===== src/rtl/pfr_pkg.sv =====
// Package: protocol codes, header bytes, frame lengths and shared structs of the frame receiver.
`default_nettype none
package pfr_pkg;

  localparam int ByteW  = 8;
  localparam int IndexW = 3;
  localparam int ProtoW = 2;

  // Number of byte cells in the chain: the longest frame.
  localparam int ChainLen = 8;

  localparam logic [ProtoW-1:0] PROTO_D  = 2'd0;
  localparam logic [ProtoW-1:0] PROTO_P  = 2'd1;
  localparam logic [ProtoW-1:0] PROTO_CL = 2'd2;

  localparam logic [ByteW-1:0] HDR_PELCO_D = 8'hff;
  localparam logic [ByteW-1:0] HDR_PELCO_P = 8'ha0;

  // Index of the final byte for each frame length.
  localparam logic [IndexW-1:0] LAST_IDX_D     = 3'd6;
  localparam logic [IndexW-1:0] LAST_IDX_OTHER = 3'd7;

  localparam logic [3:0] ADDR_NIBBLE_MARK = 4'h8;

  // Configuration register indexes.
  localparam logic [1:0] REG_AUTO_DETECT   = 2'd0;
  localparam logic [1:0] REG_FIXED_PROTO   = 2'd1;
  localparam logic [1:0] REG_CL_HEADER     = 2'd2;

  typedef struct packed {
    logic              auto_detect;
    logic [ProtoW-1:0] fixed_protocol;
    logic [ByteW-1:0]  camera_link_header;
  } pfr_cfg_t;

  // Control from the sequencer to the byte chain.
  typedef struct packed {
    logic             shift;
    logic [ByteW-1:0] data;
    logic             tap_short;
  } pfr_chain_ctl_t;

endpackage
`default_nettype wire


===== src/rtl/pfr_byte_if.sv =====
// Interface: received byte channel.
`default_nettype none
interface pfr_byte_if;
  import pfr_pkg::*;
  logic             valid;
  logic             ready;
  logic [ByteW-1:0] byte_in;

  modport source (output valid, output byte_in, input ready);
  modport sink   (input valid, input byte_in, output ready);
endinterface
`default_nettype wire


===== src/rtl/pfr_frame_if.sv =====
// Interface: frame byte result channel.
`default_nettype none
interface pfr_frame_if;
  import pfr_pkg::*;
  logic              valid;
  logic              ready;
  logic [ByteW-1:0]  frame_byte;
  logic [IndexW-1:0] byte_index;
  logic              last_byte;
  logic [ProtoW-1:0] frame_protocol;
  logic [ByteW-1:0]  frame_address;

  modport source (output valid, output frame_byte, output byte_index, output last_byte,
                  output frame_protocol, output frame_address, input ready);
  modport sink   (input valid, input frame_byte, input byte_index, input last_byte,
                  input frame_protocol, input frame_address, output ready);
endinterface
`default_nettype wire


===== src/rtl/pfr_cell.sv =====
// Byte cell: one stage of the frame shift chain.
`default_nettype none
module pfr_cell
  import pfr_pkg::*;
(
  input  wire logic             clk,
  input  wire logic             shift,
  input  wire logic [ByteW-1:0] d,
  output logic      [ByteW-1:0] q
);

  logic [ByteW-1:0] held;

  // Take the neighbour's byte when the chain advances, otherwise hold.
  always_ff @(posedge clk) begin
    if (shift) begin
      held <= d;
    end
  end

  assign q = held;

endmodule
`default_nettype wire


===== src/rtl/pfr_ctrl.sv =====
// Sequencer: header detection, byte counting, address extraction and frame emission.
`default_nettype none
module pfr_ctrl
  import pfr_pkg::*;
(
  input  wire logic              clk,
  input  wire logic              rst,
  input  wire pfr_cfg_t          cfg,
  input  wire logic              rx_valid,
  input  wire logic [ByteW-1:0]  rx_byte,
  output logic                   rx_ready,
  output logic                   out_valid,
  input  wire logic              out_ready,
  output logic [IndexW-1:0]      out_index,
  output logic                   out_last,
  output logic [ProtoW-1:0]      out_protocol,
  output logic [ByteW-1:0]       out_address,
  output pfr_chain_ctl_t         chain_ctl
);

  typedef enum logic [1:0] {
    ST_HUNT,
    ST_COLLECT,
    ST_EMIT
  } state_t;

  state_t            state;
  logic [IndexW-1:0] count;
  logic [IndexW-1:0] index;
  logic [ProtoW-1:0] proto;
  logic [ByteW-1:0]  byte0;
  logic [ByteW-1:0]  byte1;
  logic [ByteW-1:0]  address;

  logic              accept;
  logic              hdr_ok;
  logic [ProtoW-1:0] hdr_proto;
  logic [ProtoW-1:0] fixed_norm;
  logic [IndexW-1:0] last_idx;
  logic [ByteW-1:0]  addr_low;
  logic [ByteW-1:0]  address_next;

  assign accept   = rx_valid && (state != ST_EMIT);
  assign last_idx = (proto == PROTO_D) ? LAST_IDX_D : LAST_IDX_OTHER;

  // Unused code 3 of the fixed protocol behaves as camera link.
  assign fixed_norm = (cfg.fixed_protocol > PROTO_CL) ? PROTO_CL : cfg.fixed_protocol;

  always_comb begin
    hdr_ok    = 1'b0;
    hdr_proto = fixed_norm;
    if (cfg.auto_detect) begin
      // Pelco headers win over a colliding camera-link header.
      if (rx_byte == HDR_PELCO_D) begin
        hdr_ok    = 1'b1;
        hdr_proto = PROTO_D;
      end else if (rx_byte == HDR_PELCO_P) begin
        hdr_ok    = 1'b1;
        hdr_proto = PROTO_P;
      end else if (rx_byte == cfg.camera_link_header) begin
        hdr_ok    = 1'b1;
        hdr_proto = PROTO_CL;
      end
    end else begin
      case (fixed_norm)
        PROTO_D: hdr_ok = (rx_byte == HDR_PELCO_D);
        PROTO_P: hdr_ok = (rx_byte == HDR_PELCO_P);
        default: hdr_ok = 1'b1;
      endcase
    end
  end

  always_comb begin
    addr_low = byte1;
    if ((byte0 == HDR_PELCO_P) && (proto == PROTO_P)) begin
      addr_low = byte1 + 8'd1;
    end
    if (byte0[7:4] == ADDR_NIBBLE_MARK) begin
      address_next = {byte0[3:0], addr_low[3:0]};
    end else begin
      address_next = addr_low;
    end
  end

  always_ff @(posedge clk) begin
    if (rst) begin
      state <= ST_HUNT;
      count <= '0;
      index <= '0;
      proto <= PROTO_D;
    end else begin
      case (state)
        ST_HUNT: begin
          if (accept && hdr_ok) begin
            proto <= hdr_proto;
            byte0 <= rx_byte;
            count <= 3'd1;
            state <= ST_COLLECT;
          end
        end
        ST_COLLECT: begin
          if (accept) begin
            if (count == 3'd1) begin
              byte1 <= rx_byte;
            end
            count <= count + 3'd1;
            if (count == last_idx) begin
              address <= address_next;
              index   <= '0;
              state   <= ST_EMIT;
            end
          end
        end
        ST_EMIT: begin
          if (out_ready) begin
            index <= index + 3'd1;
            if (index == last_idx) begin
              count <= '0;
              state <= ST_HUNT;
            end
          end
        end
        default: begin
          state <= ST_HUNT;
        end
      endcase
    end
  end

  assign rx_ready     = (state != ST_EMIT);
  assign out_valid    = (state == ST_EMIT);
  assign out_index    = index;
  assign out_last     = (index == last_idx);
  assign out_protocol = proto;
  assign out_address  = address;

  assign chain_ctl.shift = (accept && ((state == ST_COLLECT) || hdr_ok))
                        || ((state == ST_EMIT) && out_ready);
  assign chain_ctl.data      = rx_byte;
  assign chain_ctl.tap_short = (proto == PROTO_D);

endmodule
`default_nettype wire


===== src/rtl/pelco_frame_receiver_top.sv =====
// Top level: Pelco-D / Pelco-P / camera-link frame receiver with a byte-cell shift chain.
// Output: the first result of a frame is valid the cycle after its final byte is accepted.
// Throughput: one byte per cycle while collecting; a completed frame then drains 7 or 8
//   results, one per cycle with frames.ready high, and rx.ready stays low until the last.
// Reset: rst (synchronous) returns to header hunting and loads auto_detect=1,
//   fixed_protocol=0, camera_link_header=0; the byte cells are not reset.
`default_nettype none
module pelco_frame_receiver_top
  import pfr_pkg::*;
(
  input  wire logic       clk,
  input  wire logic       rst,
  pfr_byte_if.sink        rx,
  pfr_frame_if.source     frames,
  input  wire logic       cfg_we,
  input  wire logic [1:0] cfg_index,
  input  wire logic [7:0] cfg_data
);

  pfr_cfg_t       cfg;
  pfr_chain_ctl_t chain_ctl;

  logic [ByteW-1:0] cell_q [ChainLen];

  // Configuration registers; an index beyond the list is ignored.
  always_ff @(posedge clk) begin
    if (rst) begin
      cfg.auto_detect        <= 1'b1;
      cfg.fixed_protocol     <= PROTO_D;
      cfg.camera_link_header <= '0;
    end else if (cfg_we) begin
      case (cfg_index)
        REG_AUTO_DETECT: cfg.auto_detect        <= cfg_data[0];
        REG_FIXED_PROTO: cfg.fixed_protocol     <= cfg_data[ProtoW-1:0];
        REG_CL_HEADER:   cfg.camera_link_header <= cfg_data;
        default: begin
        end
      endcase
    end
  end

  // Sequencer: decides when the chain advances and tags each outgoing byte.
  pfr_ctrl u_ctrl (
    .clk          (clk),
    .rst          (rst),
    .cfg          (cfg),
    .rx_valid     (rx.valid),
    .rx_byte      (rx.byte_in),
    .rx_ready     (rx.ready),
    .out_valid    (frames.valid),
    .out_ready    (frames.ready),
    .out_index    (frames.byte_index),
    .out_last     (frames.last_byte),
    .out_protocol (frames.frame_protocol),
    .out_address  (frames.frame_address),
    .chain_ctl    (chain_ctl)
  );

  // Byte chain: accepted header and body bytes enter at cell 0 and advance one cell each.
  // Once a frame is complete its first byte sits in the tap cell, and each delivered
  // result advances the chain so the next byte moves into the tap.
  for (genvar i = 0; i < ChainLen; i++) begin : g_cell
    logic [ByteW-1:0] d;
    if (i == 0) begin : g_head
      assign d = chain_ctl.data;
    end else begin : g_body
      assign d = cell_q[i-1];
    end
    pfr_cell u_cell (
      .clk   (clk),
      .shift (chain_ctl.shift),
      .d     (d),
      .q     (cell_q[i])
    );
  end

  // Tap: a 7-byte Pelco-D frame ends one cell short of the far end.
  assign frames.frame_byte = chain_ctl.tap_short ? cell_q[ChainLen-2] : cell_q[ChainLen-1];

endmodule
`default_nettype wire


===== src/flat_wrapper.sv =====
// flat-port wrapper written by rule: the top's interface ports become plain ports
module pelco_frame_receiver_top_flat import pfr_pkg::*;
  (clk, rst, cfg_we, cfg_index, cfg_data, rx_valid, rx_byte_in, rx_ready, frames_valid, frames_frame_byte, frames_byte_index, frames_last_byte, frames_frame_protocol, frames_frame_address, frames_ready);
  pfr_byte_if rx_i ();
  pfr_frame_if frames_i ();
  input  wire logic clk;
  input  wire logic rst;
  input  wire logic cfg_we;
  input  wire logic [1:0] cfg_index;
  input  wire logic [7:0] cfg_data;
  input wire logic [$bits(rx_i.valid)-1:0] rx_valid;
  input wire logic [$bits(rx_i.byte_in)-1:0] rx_byte_in;
  output wire logic [$bits(rx_i.ready)-1:0] rx_ready;
  output wire logic [$bits(frames_i.valid)-1:0] frames_valid;
  output wire logic [$bits(frames_i.frame_byte)-1:0] frames_frame_byte;
  output wire logic [$bits(frames_i.byte_index)-1:0] frames_byte_index;
  output wire logic [$bits(frames_i.last_byte)-1:0] frames_last_byte;
  output wire logic [$bits(frames_i.frame_protocol)-1:0] frames_frame_protocol;
  output wire logic [$bits(frames_i.frame_address)-1:0] frames_frame_address;
  input wire logic [$bits(frames_i.ready)-1:0] frames_ready;
  assign rx_i.valid = rx_valid;
  assign rx_i.byte_in = rx_byte_in;
  assign rx_ready = rx_i.ready;
  assign frames_valid = frames_i.valid;
  assign frames_frame_byte = frames_i.frame_byte;
  assign frames_byte_index = frames_i.byte_index;
  assign frames_last_byte = frames_i.last_byte;
  assign frames_frame_protocol = frames_i.frame_protocol;
  assign frames_frame_address = frames_i.frame_address;
  assign frames_i.ready = frames_ready;
  pelco_frame_receiver_top u_core (.clk(clk), .rst(rst), .rx(rx_i), .frames(frames_i), .cfg_we(cfg_we), .cfg_index(cfg_index), .cfg_data(cfg_data));
endmodule

===== config.mk =====
export PLATFORM = sky130hd
export DESIGN_NAME = pelco_frame_receiver_top_flat
export DESIGN_NICKNAME = d
export VERILOG_FILES = /design/src/rtl/pfr_pkg.sv /design/src/rtl/pfr_byte_if.sv /design/src/rtl/pfr_frame_if.sv /design/src/rtl/pfr_cell.sv /design/src/rtl/pfr_ctrl.sv /design/src/rtl/pelco_frame_receiver_top.sv /design/src/flat_wrapper.sv
export SDC_FILE = /design/constraint.sdc
export NUM_CORES = 1
export LEC_CHECK = 0
export BUFFER_PORTS_ARGS = -buffer_cell sky130_fd_sc_hd__buf_2
export CAP_MARGIN = 25
export CORE_ASPECT_RATIO = 0.8
export CORE_MARGIN = 3
export CORE_UTILIZATION = 58
export DETAILED_ROUTE_END_ITERATION = 10
export PLACE_DENSITY = 0.79
export SYNTH_ARGS = -nofsm -noshare
export SYNTH_HDL_FRONTEND = slang
export SYNTH_HIERARCHICAL = 1
export SYNTH_SLANG_ARGS = --single-unit

===== constraint.sdc =====
create_clock -name clk -period 4.9 [get_ports clk]
set_input_delay 0.735 -clock clk [delete_from_list [all_inputs] [get_ports clk]]
set_output_delay 0.735 -clock clk [all_outputs]
set_load 0.1 [all_outputs]

* Word level (Yosys, flattened, before mapping)
Index checks and enable logic that the tools add are counted.
Operators by class: equality and inequality tests 20, $mul 0, shift-type cells 0, divide/modulo/power cells 0, add/sub/neg operators 3, bitwise gates (word level) 1, magnitude comparators 1, reduce and logical (&&, ||, !) cells 23, mux-type cells 29
Operators with widths (count):
- $eq 8x8->1 const B | 3
- $mux 8 | 3
- $mux 3 | 7
- $mux 2 | 10
- $reduce_and 4->1 | 3
- $reduce_and 5->1 | 2
- $pmux 3 s3 | 1
- $add 8x1->8 const B | 1
- $eq 2x1->1 const B | 4
- $eq 8x8->1 | 1
- $logic_not 2->1 | 4
- $ne 2x2->1 const B | 4
- $reduce_and 2->1 | 4
- $add 3x1->3 const B | 2
- $eq 3x3->1 | 2
- $pmux 2 s3 | 1
- $pmux 3 s2 | 1
- $logic_and 1x1->1 | 5
- $mux 1 | 5
- $eq 2x2->1 const B | 2
- $eq 4x4->1 const B | 1
- $ne 2x1->1 const B | 2
- $eq 3x1->1 const B | 1
- $reduce_and 3->1 | 1
- 6 further kinds | 7
Word-level totals: bits in writable memories 0, memories kept 0, memory bits (read-only) 0, bits in latches 0, output and inout port bits 24, register bits after elaboration 109

* Logic depth before layout (Yosys ltp)
Gate-level depths: netlist of run 1.
depth after elaboration 8, gate-level depth with buffers 8

* Modules after synthesis
The synthesis of run 1 kept the hierarchy.
By module, submodules not included:
- pfr_cell | cells an instance 8, instances 8, area each 240.2 µm²
- pfr_ctrl | cells an instance 180, instances 1, area each 1909.3 µm²
- pelco_frame_receiver_top | cells an instance 57, instances 1, area each 588.1 µm²

* Worst setup path after synthesis of run 1
OpenSTA, ideal clock, no wires.
kind flip-flop to flip-flop, from register u_core.u_ctrl.state[0], to register u_core.g_cell[0].u_cell.held[0] (enable), cell stages (with the launch flop) 7, path slack 0.697 ns, library setup time 0.852 ns, arrival 3.351 ns, buffers on the path 0, cell sequence dfxtp_1 inv_1 ha_1 and2b_2 o311ai_2 a31o_2 nand3_1
RTL lines:
- start: declaration | line pfr_ctrl.sv:27 | state_t state;
- start signal: assignment | line pfr_ctrl.sv:87 | state <= ST_HUNT;
- start signal: assignment | line pfr_ctrl.sv:98 | state <= ST_COLLECT;
- start signal: assignment | line pfr_ctrl.sv:110 | state <= ST_EMIT;
- end signal: assignment | line pfr_cell.sv:17 | held <= d;
- end: declaration | line pfr_cell.sv:12 | logic [ByteW-1:0] held;

==> results of run 1 <==
==> area by class of cell <==
type	count	area share (%)
repair buffers	50	5.536
clock inverters	7	1.179
well taps	101	2.588
inverters	8	0.6151
clock buffers	9	2.537
multi-input cells	167	24.81
flip-flops and latches	109	62.74
==> cells by family (layout without fill, tap and decap cells) <==
logic type | after synthesis | count (layout) | synth area share, %
adders and majority gates | 7 | 7 | 1.982
DFF | 109 | 109 | 69.31
and+or+nand+nor | 86 | 86 | 10.82
buffers and inverters | 25 | 74 | 3.397
xor gates and xnor gates | 15 | 15 | 2.973
muxes | 23 | 23 | 5.464
AOI/OAI and AO/OA | 36 | 36 | 6.059
==> metrics by stage <==
step / total power [mW] / area, um^2
2_1_floorplan: 1.116 / 4419
3_3_place_gp: 1.137 / 4688
3_5_place_dp: 1.140 / 4688
4_1_cts: 1.630 / 4870
5_1_grt: 1.679 / 4882
6_report: 1.610 / 4882
==> worst max-delay path, delay by kind of cell <==
family,cells,cell delay [ns]
buffers and inverters,2,0.43
AO/OA/AOI/OAI,2,0.49
AND/OR/NAND/NOR,3,1.39
==> layout by cell type (no fill, tap or decap), drive strengths merged, types with 2 or more instances in the layout <==
cell type / netlist / layout
a21oi: 10 / 10
o21a: 2 / 2
inv: 8 / 10
nor2: 15 / 15
nand2b: 18 / 18
nor3: 5 / 5
xor2: 11 / 11
dfxtp: 21 / 21
mux2: 9 / 9
clkbuf: 6 / 10
nand3b: 2 / 2
nand3: 2 / 2
mux2i: 14 / 14
edfxtp: 88 / 88
nand4: 5 / 5
o211ai: 2 / 2
clkinvlp: 0 / 2
ha: 7 / 7
nor3b: 2 / 2
nor4: 3 / 3
buf: 11 / 49
nor4b: 2 / 2
clkinv: 0 / 3
o21ai: 11 / 11
nand2: 22 / 22
xnor2: 4 / 4
or3: 2 / 2
a31o: 2 / 2
==> flip-flops by register name, indices dropped and copies added, names as in the netlist <==
register	cells
u_core/cfg	11
u_core/g_cell.u_cell/q	64
u_core/u_ctrl/byte0	8
u_core/u_ctrl/byte1	8
u_core/u_ctrl/count	3
u_core/u_ctrl/out_address	8
u_core/u_ctrl/out_index	3
u_core/u_ctrl/out_protocol	2
u_core/u_ctrl/state	2
==> report_power, final <==
group          switching (mW)  leakage, nW  internal [mW]
clock network           0.300       0.0877          0.191
logic                  0.0644        0.671         0.0297
registers             0.00874        0.966           1.02
total                   0.373         1.72           1.24
==> layer usage <==
layer | GRT usage, % | share of wire (%)
met1 | 23.96 | 47
met2 | 24.82 | 45
met3 | 5.414 | 6.8
met4 | 5.676 | 1.3
met5 | 0 | 0
==> how the worst min path moves through the flow <==
stage / startpoint / end / slack [ns] / cells past startpoint
3_5_place_dp: u_core/g_cell[1].u_cell/q[1] / u_core/g_cell[2].u_cell/q[1] / 0.40 / 0
6_report: u_core/g_cell[1].u_cell/q[4] / u_core/g_cell[2].u_cell/q[4] / 0.42 / 0
3_3_place_gp: u_core/g_cell[5].u_cell/q[1] / u_core/g_cell[6].u_cell/q[1] / 0.40 / 0
4_1_cts: u_core/g_cell[5].u_cell/q[0] / u_core/g_cell[6].u_cell/q[0] / 0.42 / 0
2_1_floorplan: u_core/g_cell[0].u_cell/q[0] / u_core/g_cell[1].u_cell/q[0] / 0.40 / 0
5_1_grt: u_core/g_cell[5].u_cell/q[0] / u_core/g_cell[6].u_cell/q[0] / 0.43 / 0
==> results_dict.tcl, run 1 <==
set metrics [dict create \
    syn_nets 331 \
    rr_endpoint "u_core/g_cell[1].u_cell/q[2]" \
    clk_latency_ns 0.36 \
    timing.final.ws_setup_ns 1.895 \
    hold_slack_ns 0.4240 \
    drt-initial-drc-count 222 \
    cts_tree "built" \
    grtUsageTotal_pct 16.88 \
    synth-main-ff-cell "edfxtp_1" \
    grt-ovfl-total 0 \
    ys_top_cells_by_area "edfxtp_1 60%, dfxtp_1 9.5%, mux2i_1 3.2%" \
    crit_arrival_ns 3.08 \
    wl_um 6952 \
    hold_class "reg -> reg" \
    peakVddDrop_v 0.0002229 \
    finClkSkew_ns 0.007073 \
    die-area_um2 8709 \
    netlist-cell-type-count 50 \
    r2r-start "u_core/u_ctrl/state[0]" \
    vias_per_cell 5.395 \
    finalNonFillerCells 451 \
    dpl.cell_count 433 \
    dieWidth_um 103.6 \
    syn_area_per_cell_um2 14.68 \
    cts.sinks 109 \
    endpoint_kind "register" \
    cts_setup_buffers 0 \
    powerDensity_nw_per_um2 329.7 \
    cts_buffers 9 \
    drive_gt1_share_pct 24.57 \
    rr_worst_depth 7 \
    grt_pass1_wl_um 11520 \
    setup_violations 0 \
    post-place-ws_ns 1.505 \
    synth-seq-cells 109 \
    fin_util_pct 68.49 \
    netlist_area_um2 4419 \
    ctsResizeCount 0 \
    area_delta_synth_final_pct 10.48 \
    htree_num_levels 3 \
    yosysSeqAreaShare_pct 69.31 \
    synthCells 301 \
    place_congestion 0.8057 \
    drc 0 \
    yosys_warnings 6 \
    cts-root-buf "clkbuf_8" \
    worstPathCellList "buf_2, or4_4, nor4_4, o311ai_2, a31o_2, nand3_2, buf_12" \
    critPathSlowestCell "or4_4" \
    antenna_left 0 \
    multiInputGateArea_um2 1211 \
    slew_headroom_pct 47.60 \
    status "finished clean" \
    portBuffers 46 \
    synth.largest_area_cell "edfxtp_1" \
    fin_setup_tns_ns 0 \
    die_h_um 84.08 \
    vias 2433 \
    io_pins 47 \
    hold_viol 0 \
    grt_max_degree 35 \
    yosysMostFrequentCell "edfxtp_1" \
    drtPass1Iterations 5 \
    grt_pass1_vias 2310 \
    fin_nets 375 \
    antenna_found_initial 0 \
    regArea_um2 3063 \
    worst_slew_pin_slew_ns 0.7851 \
    wire_per_inst_um 15.41 \
    fin_crit_ns 3.005 \
    crit_type "in -> reg" \
    timing.fmax_mhz 332.7 \
    core_um2 7128 \
    antenna-diode-count 0 \
    required_ns 4.97 \
    initial_utilization_pct 62.00 \
    drv_slew 0 \
    cp-start-kind "input port" \
    clk_pin_slew_ns 0.10 \
    postCtsHoldBufs 0 \
    period_share_pct 61.34 \
    synth-edff-count 88 \
    cp-startpoint "rx_byte_in[2]" \
    dp_hpwl_um 4835 \
    synthArstFlopShare_pct 0 \
    p_leak_nw 1.725 \
    placementRows 27 \
    max_stage_delay_ns 0.55 \
    drv_cap 0 \
    cp-endpoint "u_core/g_cell[1].u_cell/q[2]" \
    fillers 487 \
    rrSetupSlack_ns 2.20 \
    cts_buffer_depth 2 \
    critPathMaxFanout 34 \
    synth_top_area_share_pct 59.80 \
    rsz0062_at_grt "false" \
    netlist_top_cells_count "88 x edfxtp_1, 22 x nand2_1, 21 x dfxtp_1" \
]
(Power assumes the default switching activity.)
==> inputs of run 2 (changes only) <==
- ABC_AREA: default -> 1
- CORE_UTILIZATION: 58 -> 52
- PLACE_DENSITY: 0.79 -> 0.75
- clock period: 4.9 -> 2.6 ns (I/O delays scaled with it)
==> results_dict.tcl, run 2 <==
set metrics [dict create \
    antenna_found_initial 0 \
    synthCells 398 \
    rsz0062_at_grt "false" \
    die-area_um2 9909 \
    synthArstFlopShare_pct 0 \
    initial_utilization_pct 55.45 \
    cp-start-kind "register" \
    fin_nets 477 \
    worstPathCellList "nor2_2, mux2_2, buf_2" \
    wl_um 7108 \
    portBuffers 46 \
    final_common_cell "edfxtp_1" \
    critPathSlowestCell "nor2_2" \
    endpoint_kind "output pin" \
    netlist_top_cells_count "88 x edfxtp_1, 87 x nand2_1, 53 x inv_1" \
    crit_arrival_ns 1.94 \
    grtUsageTotal_pct 14.89 \
    yosysSeqAreaShare_pct 67.36 \
    dieWidth_um 110.5 \
    required_ns 2.21 \
    postCtsHoldBufs 0 \
    critPathMaxFanout 11 \
    grt_pass1_vias 2467 \
    drc 0 \
    die_h_um 89.64 \
    placementRows 29 \
    yosys_warnings 6 \
    ys_top_cells_by_area "edfxtp_1 58%, dfxtp_1 9.2%, nand2_1 7.2%" \
    hold_viol 0 \
    slew_headroom_pct 57.80 \
    critical_path_buf_inv_count 1 \
    cts_buffer_depth 2 \
    crit_type "reg -> out" \
    clk_latency_ns 0.36 \
    cts_setup_buffers 0 \
    antenna-diode-count 0 \
    dp_hpwl_um 5159 \
    synth_top_area_share_pct 58.12 \
    htree_num_levels 3 \
    timing.fmax_mhz 429.5 \
    vias 2678 \
    peakVddDrop_v 0.0004287 \
    ctsResizeCount 0 \
    synth-main-ff-cell "edfxtp_1" \
    drive_gt1_share_pct 21.90 \
    cts.sinks 109 \
    crit_family "simple AND/OR/NAND/NOR gates" \
    netlist-cell-type-count 34 \
    io_pins 47 \
    r2r-start "u_core/u_ctrl/state[0]" \
    clk_pin_slew_ns 0.10 \
    drtPass1Iterations 5 \
    cts-root-buf "clkbuf_8" \
    worst_slew_pin_slew_ns 0.6307 \
    powerDensity_nw_per_um2 860.7 \
    cts_tree "built" \
    cts_buffers 9 \
    hold_slack_ns 0.2515 \
    synth.largest_area_cell "edfxtp_1" \
    drv_slew 0 \
    finClkSkew_ns 0.01652 \
    drt-initial-drc-count 191 \
    grt_max_degree 65 \
    netlist_area_um2 4547 \
    area_delta_synth_final_pct 11.75 \
    status "finished clean" \
    fin_crit_ns 2.328 \
    core_um2 8200 \
    synth-edff-count 88 \
    fin_setup_tns_ns 0 \
    dpl.cell_count 544 \
    antenna_left 0 \
    cp-startpoint "u_core/u_ctrl/out_protocol[1]" \
    vias_per_cell 4.782 \
    syn_area_per_cell_um2 11.42 \
    place_congestion 0.8598 \
    max_stage_delay_ns 0.49 \
    fillers 656 \
    grt-ovfl-total 0 \
    setup_violations 0 \
    wire_per_inst_um 12.69 \
    synth-seq-cells 109 \
    finalNonFillerCells 560 \
    final_cell_mix "88 x edfxtp_1, 87 x nand2_1, 51 x inv_1" \
    period_share_pct 89.55 \
    drv_cap 0 \
    grt_pass1_wl_um 11480 \
    hold_class "in -> reg" \
    syn_nets 428 \
    largest_reg_flops 64 \
    yosysMostFrequentCell "edfxtp_1" \
    p_leak_nw 2.089 \
    worstHoldStart "cfg_data[2]" \
]
## run 2: changes by cell type in the layout (fill, tap and decap cells not counted), moves of 3 or more
cell | previous run | this run
inv_1 | 8 | 51
mux2i_1 | 14 | 0
nand2_1 | 22 | 87
nand2_2 | 0 | 7
nand2b_1 | 18 | 0
nand3_1 | 1 | 13
nor2_1 | 15 | 49
nor2_2 | 0 | 3
nor3_1 | 5 | 2
o21ai_0 | 9 | 6
xor2_1 | 11 | 4
## run 2: layer usage
| metal | vias to the layer above | track usage (%) | wire (um) |
|---|---|---|---|
| met4 | 0 | 5.369 | 63 |
| met2 | 60 | 23.84 | 3295 |
| met1 | 1213 | 19.42 | 3320 |
| li1 | 1399 | - | - |
| met5 | - | 0 | 0 |
| met3 | 6 | 4.956 | 427 |
## run 2: where the power goes
part	leakage (nW)	switching (mW)	total (mW)	internal (mW)
registers	0.973	0.104	2.30	2.20
clock network	0.0971	0.545	1.00	0.454
logic	1.02	0.814	1.07	0.256
## run 2: kinds of logic after synthesis
kind of cell,synth area share (%)
and+or+nand+nor,17.83
DFF,67.36
buffers and inverters,6.219
AOI/OAI and AO/OA,2.697
xor gates and xnor gates,1.734
muxes,2.229
adders and majority gates,1.926
## run 2: cell type report
class | count | area [um^2] | area share, %
Sequential cell | 109 | 3064 | 60.31
Multi-Input combinational cell | 225 | 1214 | 23.89
Timing Repair Buffer | 49 | 265.3 | 5.220
Inverter | 53 | 202.7 | 3.989
Tap cell | 108 | 135.1 | 2.659
Clock buffer | 10 | 127.6 | 2.512
Clock inverter | 6 | 72.57 | 1.428
## run 2: worst reg2reg max path, delay by kind of cell, from the launching register on
| kind | cells | cell delay (ns) |
|---|---|---|
| adders and majority gates | 1 | 0.19 |
| DFF | 1 | 0.36 |
| buffers and inverters | 2 | 0.38 |
| and+or+nand+nor | 4 | 0.45 |
| AOI/OAI and AO/OA | 1 | 0.14 |
## run 2: path summary, 6_finish.rpt
check	endpoint	slack, ns	depth (start not counted)
setup / recovery	frames_frame_byte[5]	0.27	3
hold / removal	u_core/cfg[2]	0.25	3
setup reg to reg	u_core/g_cell[2].u_cell/q[7]	0.69	8
hold reg to reg	u_core/g_cell[1].u_cell/q[0]	0.42	0
## run 2: per-stage QoR
stage	total power, mW	instance area, um^2	util [%]	worst slack, ns
5_1_grt	4.584	5081	61.96	0.1334
4_1_cts	4.415	5081	61.96	0.2315
3_5_place_dp	3.422	4881	59.52	0.5348
2_1_floorplan	3.230	4564	-	-2.460
3_3_place_gp	3.386	4881	59.52	0.5924
6_report	4.373	5081	61.96	0.2718
==> inputs of run 3 (changes only) <==
--- a/constraint.sdc
+++ b/constraint.sdc
@@ -3,2 +3,2 @@
 set_output_delay 0.39 -clock clk [all_outputs]
-set_load 0.1 [all_outputs]
+set_load 0.02 [all_outputs]
==> results_dict.tcl, run 3 (synthesized netlist as in run 2, its figures left out) <==
set metrics [dict create \
    status "finished clean" \
    fin_util_pct 62.11 \
    rsz0062_at_grt "false" \
    finClkSkew_ns 0.008536 \
    die_h_um 89.64 \
    rr_endpoint "u_core/g_cell[2].u_cell/q[1]" \
    wl_um 7614 \
    drv_cap 0 \
    cts-root-buf "clkbuf_8" \
    cts.sinks 109 \
    dp_hpwl_um 5426 \
    dieWidth_um 110.5 \
    fin_crit_ns 2.201 \
    fin_setup_tns_ns 0 \
    antenna-diode-count 0 \
    rrSetupSlack_ns 0.66 \
    finalNonFillerCells 561 \
    peakVddDrop_v 0.0003151 \
    postCtsHoldBufs 0 \
    vias 2831 \
    die-area_um2 9909 \
    timing.fmax_mhz 454.3 \
    hold_viol 0 \
    hold_path_end "u_core/cfg[5]" \
    io_pins 47 \
    powerDensity_nw_per_um2 802.5 \
    antenna_found_initial 0 \
    area_delta_synth_final_pct 12.03 \
    fillers 623 \
    core_um2 8200 \
    clk_latency_ns 0.37 \
    cts_setup_buffers 0 \
    htree_num_levels 3 \
    antenna_left 0 \
    portBuffers 46 \
    grt-ovfl-total 0 \
    endpoint_kind "output pin" \
    drive_gt1_share_pct 21.63 \
    p_leak_nw 2.103 \
    grt_pass1_vias 2729 \
    ctsResizeCount 0 \
    cts_tree "built" \
    drtPass1Iterations 5 \
    drt-initial-drc-count 189 \
    rr_worst_depth 8 \
    place_congestion 0.8543 \
    final_area_um2 5094 \
    cp-start-kind "register" \
    required_ns 2.21 \
    crit_arrival_ns 1.81 \
    setup_violations 0 \
    critPathMaxFanout 11 \
    placementRows 29 \
    worst_slew_pin_slew_ns 0.6883 \
    hold_path_depth 3 \
    hold_class "in -> reg" \
    dpl.cell_count 545 \
    largest_reg_flops 64 \
    final_common_cell "edfxtp_1" \
    worstHoldStart "cfg_data[5]" \
    final_cell_mix "88 x edfxtp_1, 87 x nand2_1, 53 x inv_1" \
    slew_headroom_pct 53.94 \
    cts_buffer_depth 2 \
    initial_utilization_pct 55.45 \
    wire_per_inst_um 13.57 \
    period_share_pct 84.66 \
    crit_type "reg -> out" \
    drc 0 \
    grtUsageTotal_pct 16.51 \
    grt_max_degree 57 \
    grt_pass1_wl_um 12730 \
    placed_area_um2 4883 \
    vias_per_cell 5.046 \
    fin_nets 478 \
    drv_slew 0 \
    r2r-start "u_core/u_ctrl/state[0]" \
    cts_buffers 9 \
    clk_pin_slew_ns 0.11 \
]
run 3: area by class of cell:
type / instances / area (um^2) / area share [%]
Sequential cell: 109 / 3063 / 60.13
Multi-Input combinational cell: 225 / 1214 / 23.83
Timing Repair Buffer: 50 / 272.8 / 5.355
Inverter: 53 / 198.9 / 3.906
Tap cell: 108 / 135.1 / 2.653
Clock buffer: 9 / 123.9 / 2.432
Clock inverter: 7 / 86.33 / 1.695
run 3: worst max-delay path, cell delays in order (launching register included):
cell and delay (ns):
dfxtp_1 0.40, nor2_2 0.49, mux2_2 0.40, buf_2 0.16
run 3: worst max-delay path by stage:
stage	startpoint	end	slack [ns]	cells after the start
2_1_floorplan	u_core/u_ctrl/state[0]	u_core/g_cell[0].u_cell/q[0]	-1.79	4
3_3_place_gp	rx_byte_in[6]	u_core/g_cell[7].u_cell/q[5]	0.60	9
3_5_place_dp	rx_byte_in[6]	u_core/g_cell[7].u_cell/q[5]	0.55	9
4_1_cts	u_core/u_ctrl/out_protocol[1]	frames_frame_byte[5]	0.36	3
5_1_grt	u_core/u_ctrl/out_protocol[1]	frames_frame_byte[6]	0.26	3
6_report	u_core/u_ctrl/out_protocol[1]	frames_frame_byte[5]	0.40	3
run 3: metrics by stage:
stage / hold slack [ns] / total power [mW] / setup slack, ns
after CTS: 0.2180 / 4.135 / 0.3617
final: 0.2401 / 4.087 / 0.3989
after floorplan: 0.4003 / 2.907 / -1.787
after global routing: 0.2284 / 4.314 / 0.2611
after detailed placement: 0.4045 / 3.116 / 0.5461
after global placement: 0.4006 / 3.070 / 0.6001
run 3: metal layers:
| layer | global-route usage, % | vias to the layer above | wire length (um) |
|---|---|---|---|
| met5 | 0 | - | 0 |
| met4 | 5.705 | 0 | 105 |
| met3 | 5.693 | 11 | 564 |
| met2 | 26.65 | 101 | 3521 |
| met1 | 21.31 | 1323 | 3422 |
| li1 | - | 1396 | - |
run 3: power breakdown:
| part | switching (mW) | leakage [nW] | internal (mW) |
|---|---|---|---|
| Clock | 0.623 | 0.105 | 0.389 |
| Sequential | 0.107 | 0.972 | 2.20 |
| Combinational | 0.509 | 1.03 | 0.260 |
| Total | 1.24 | 2.10 | 2.85 |
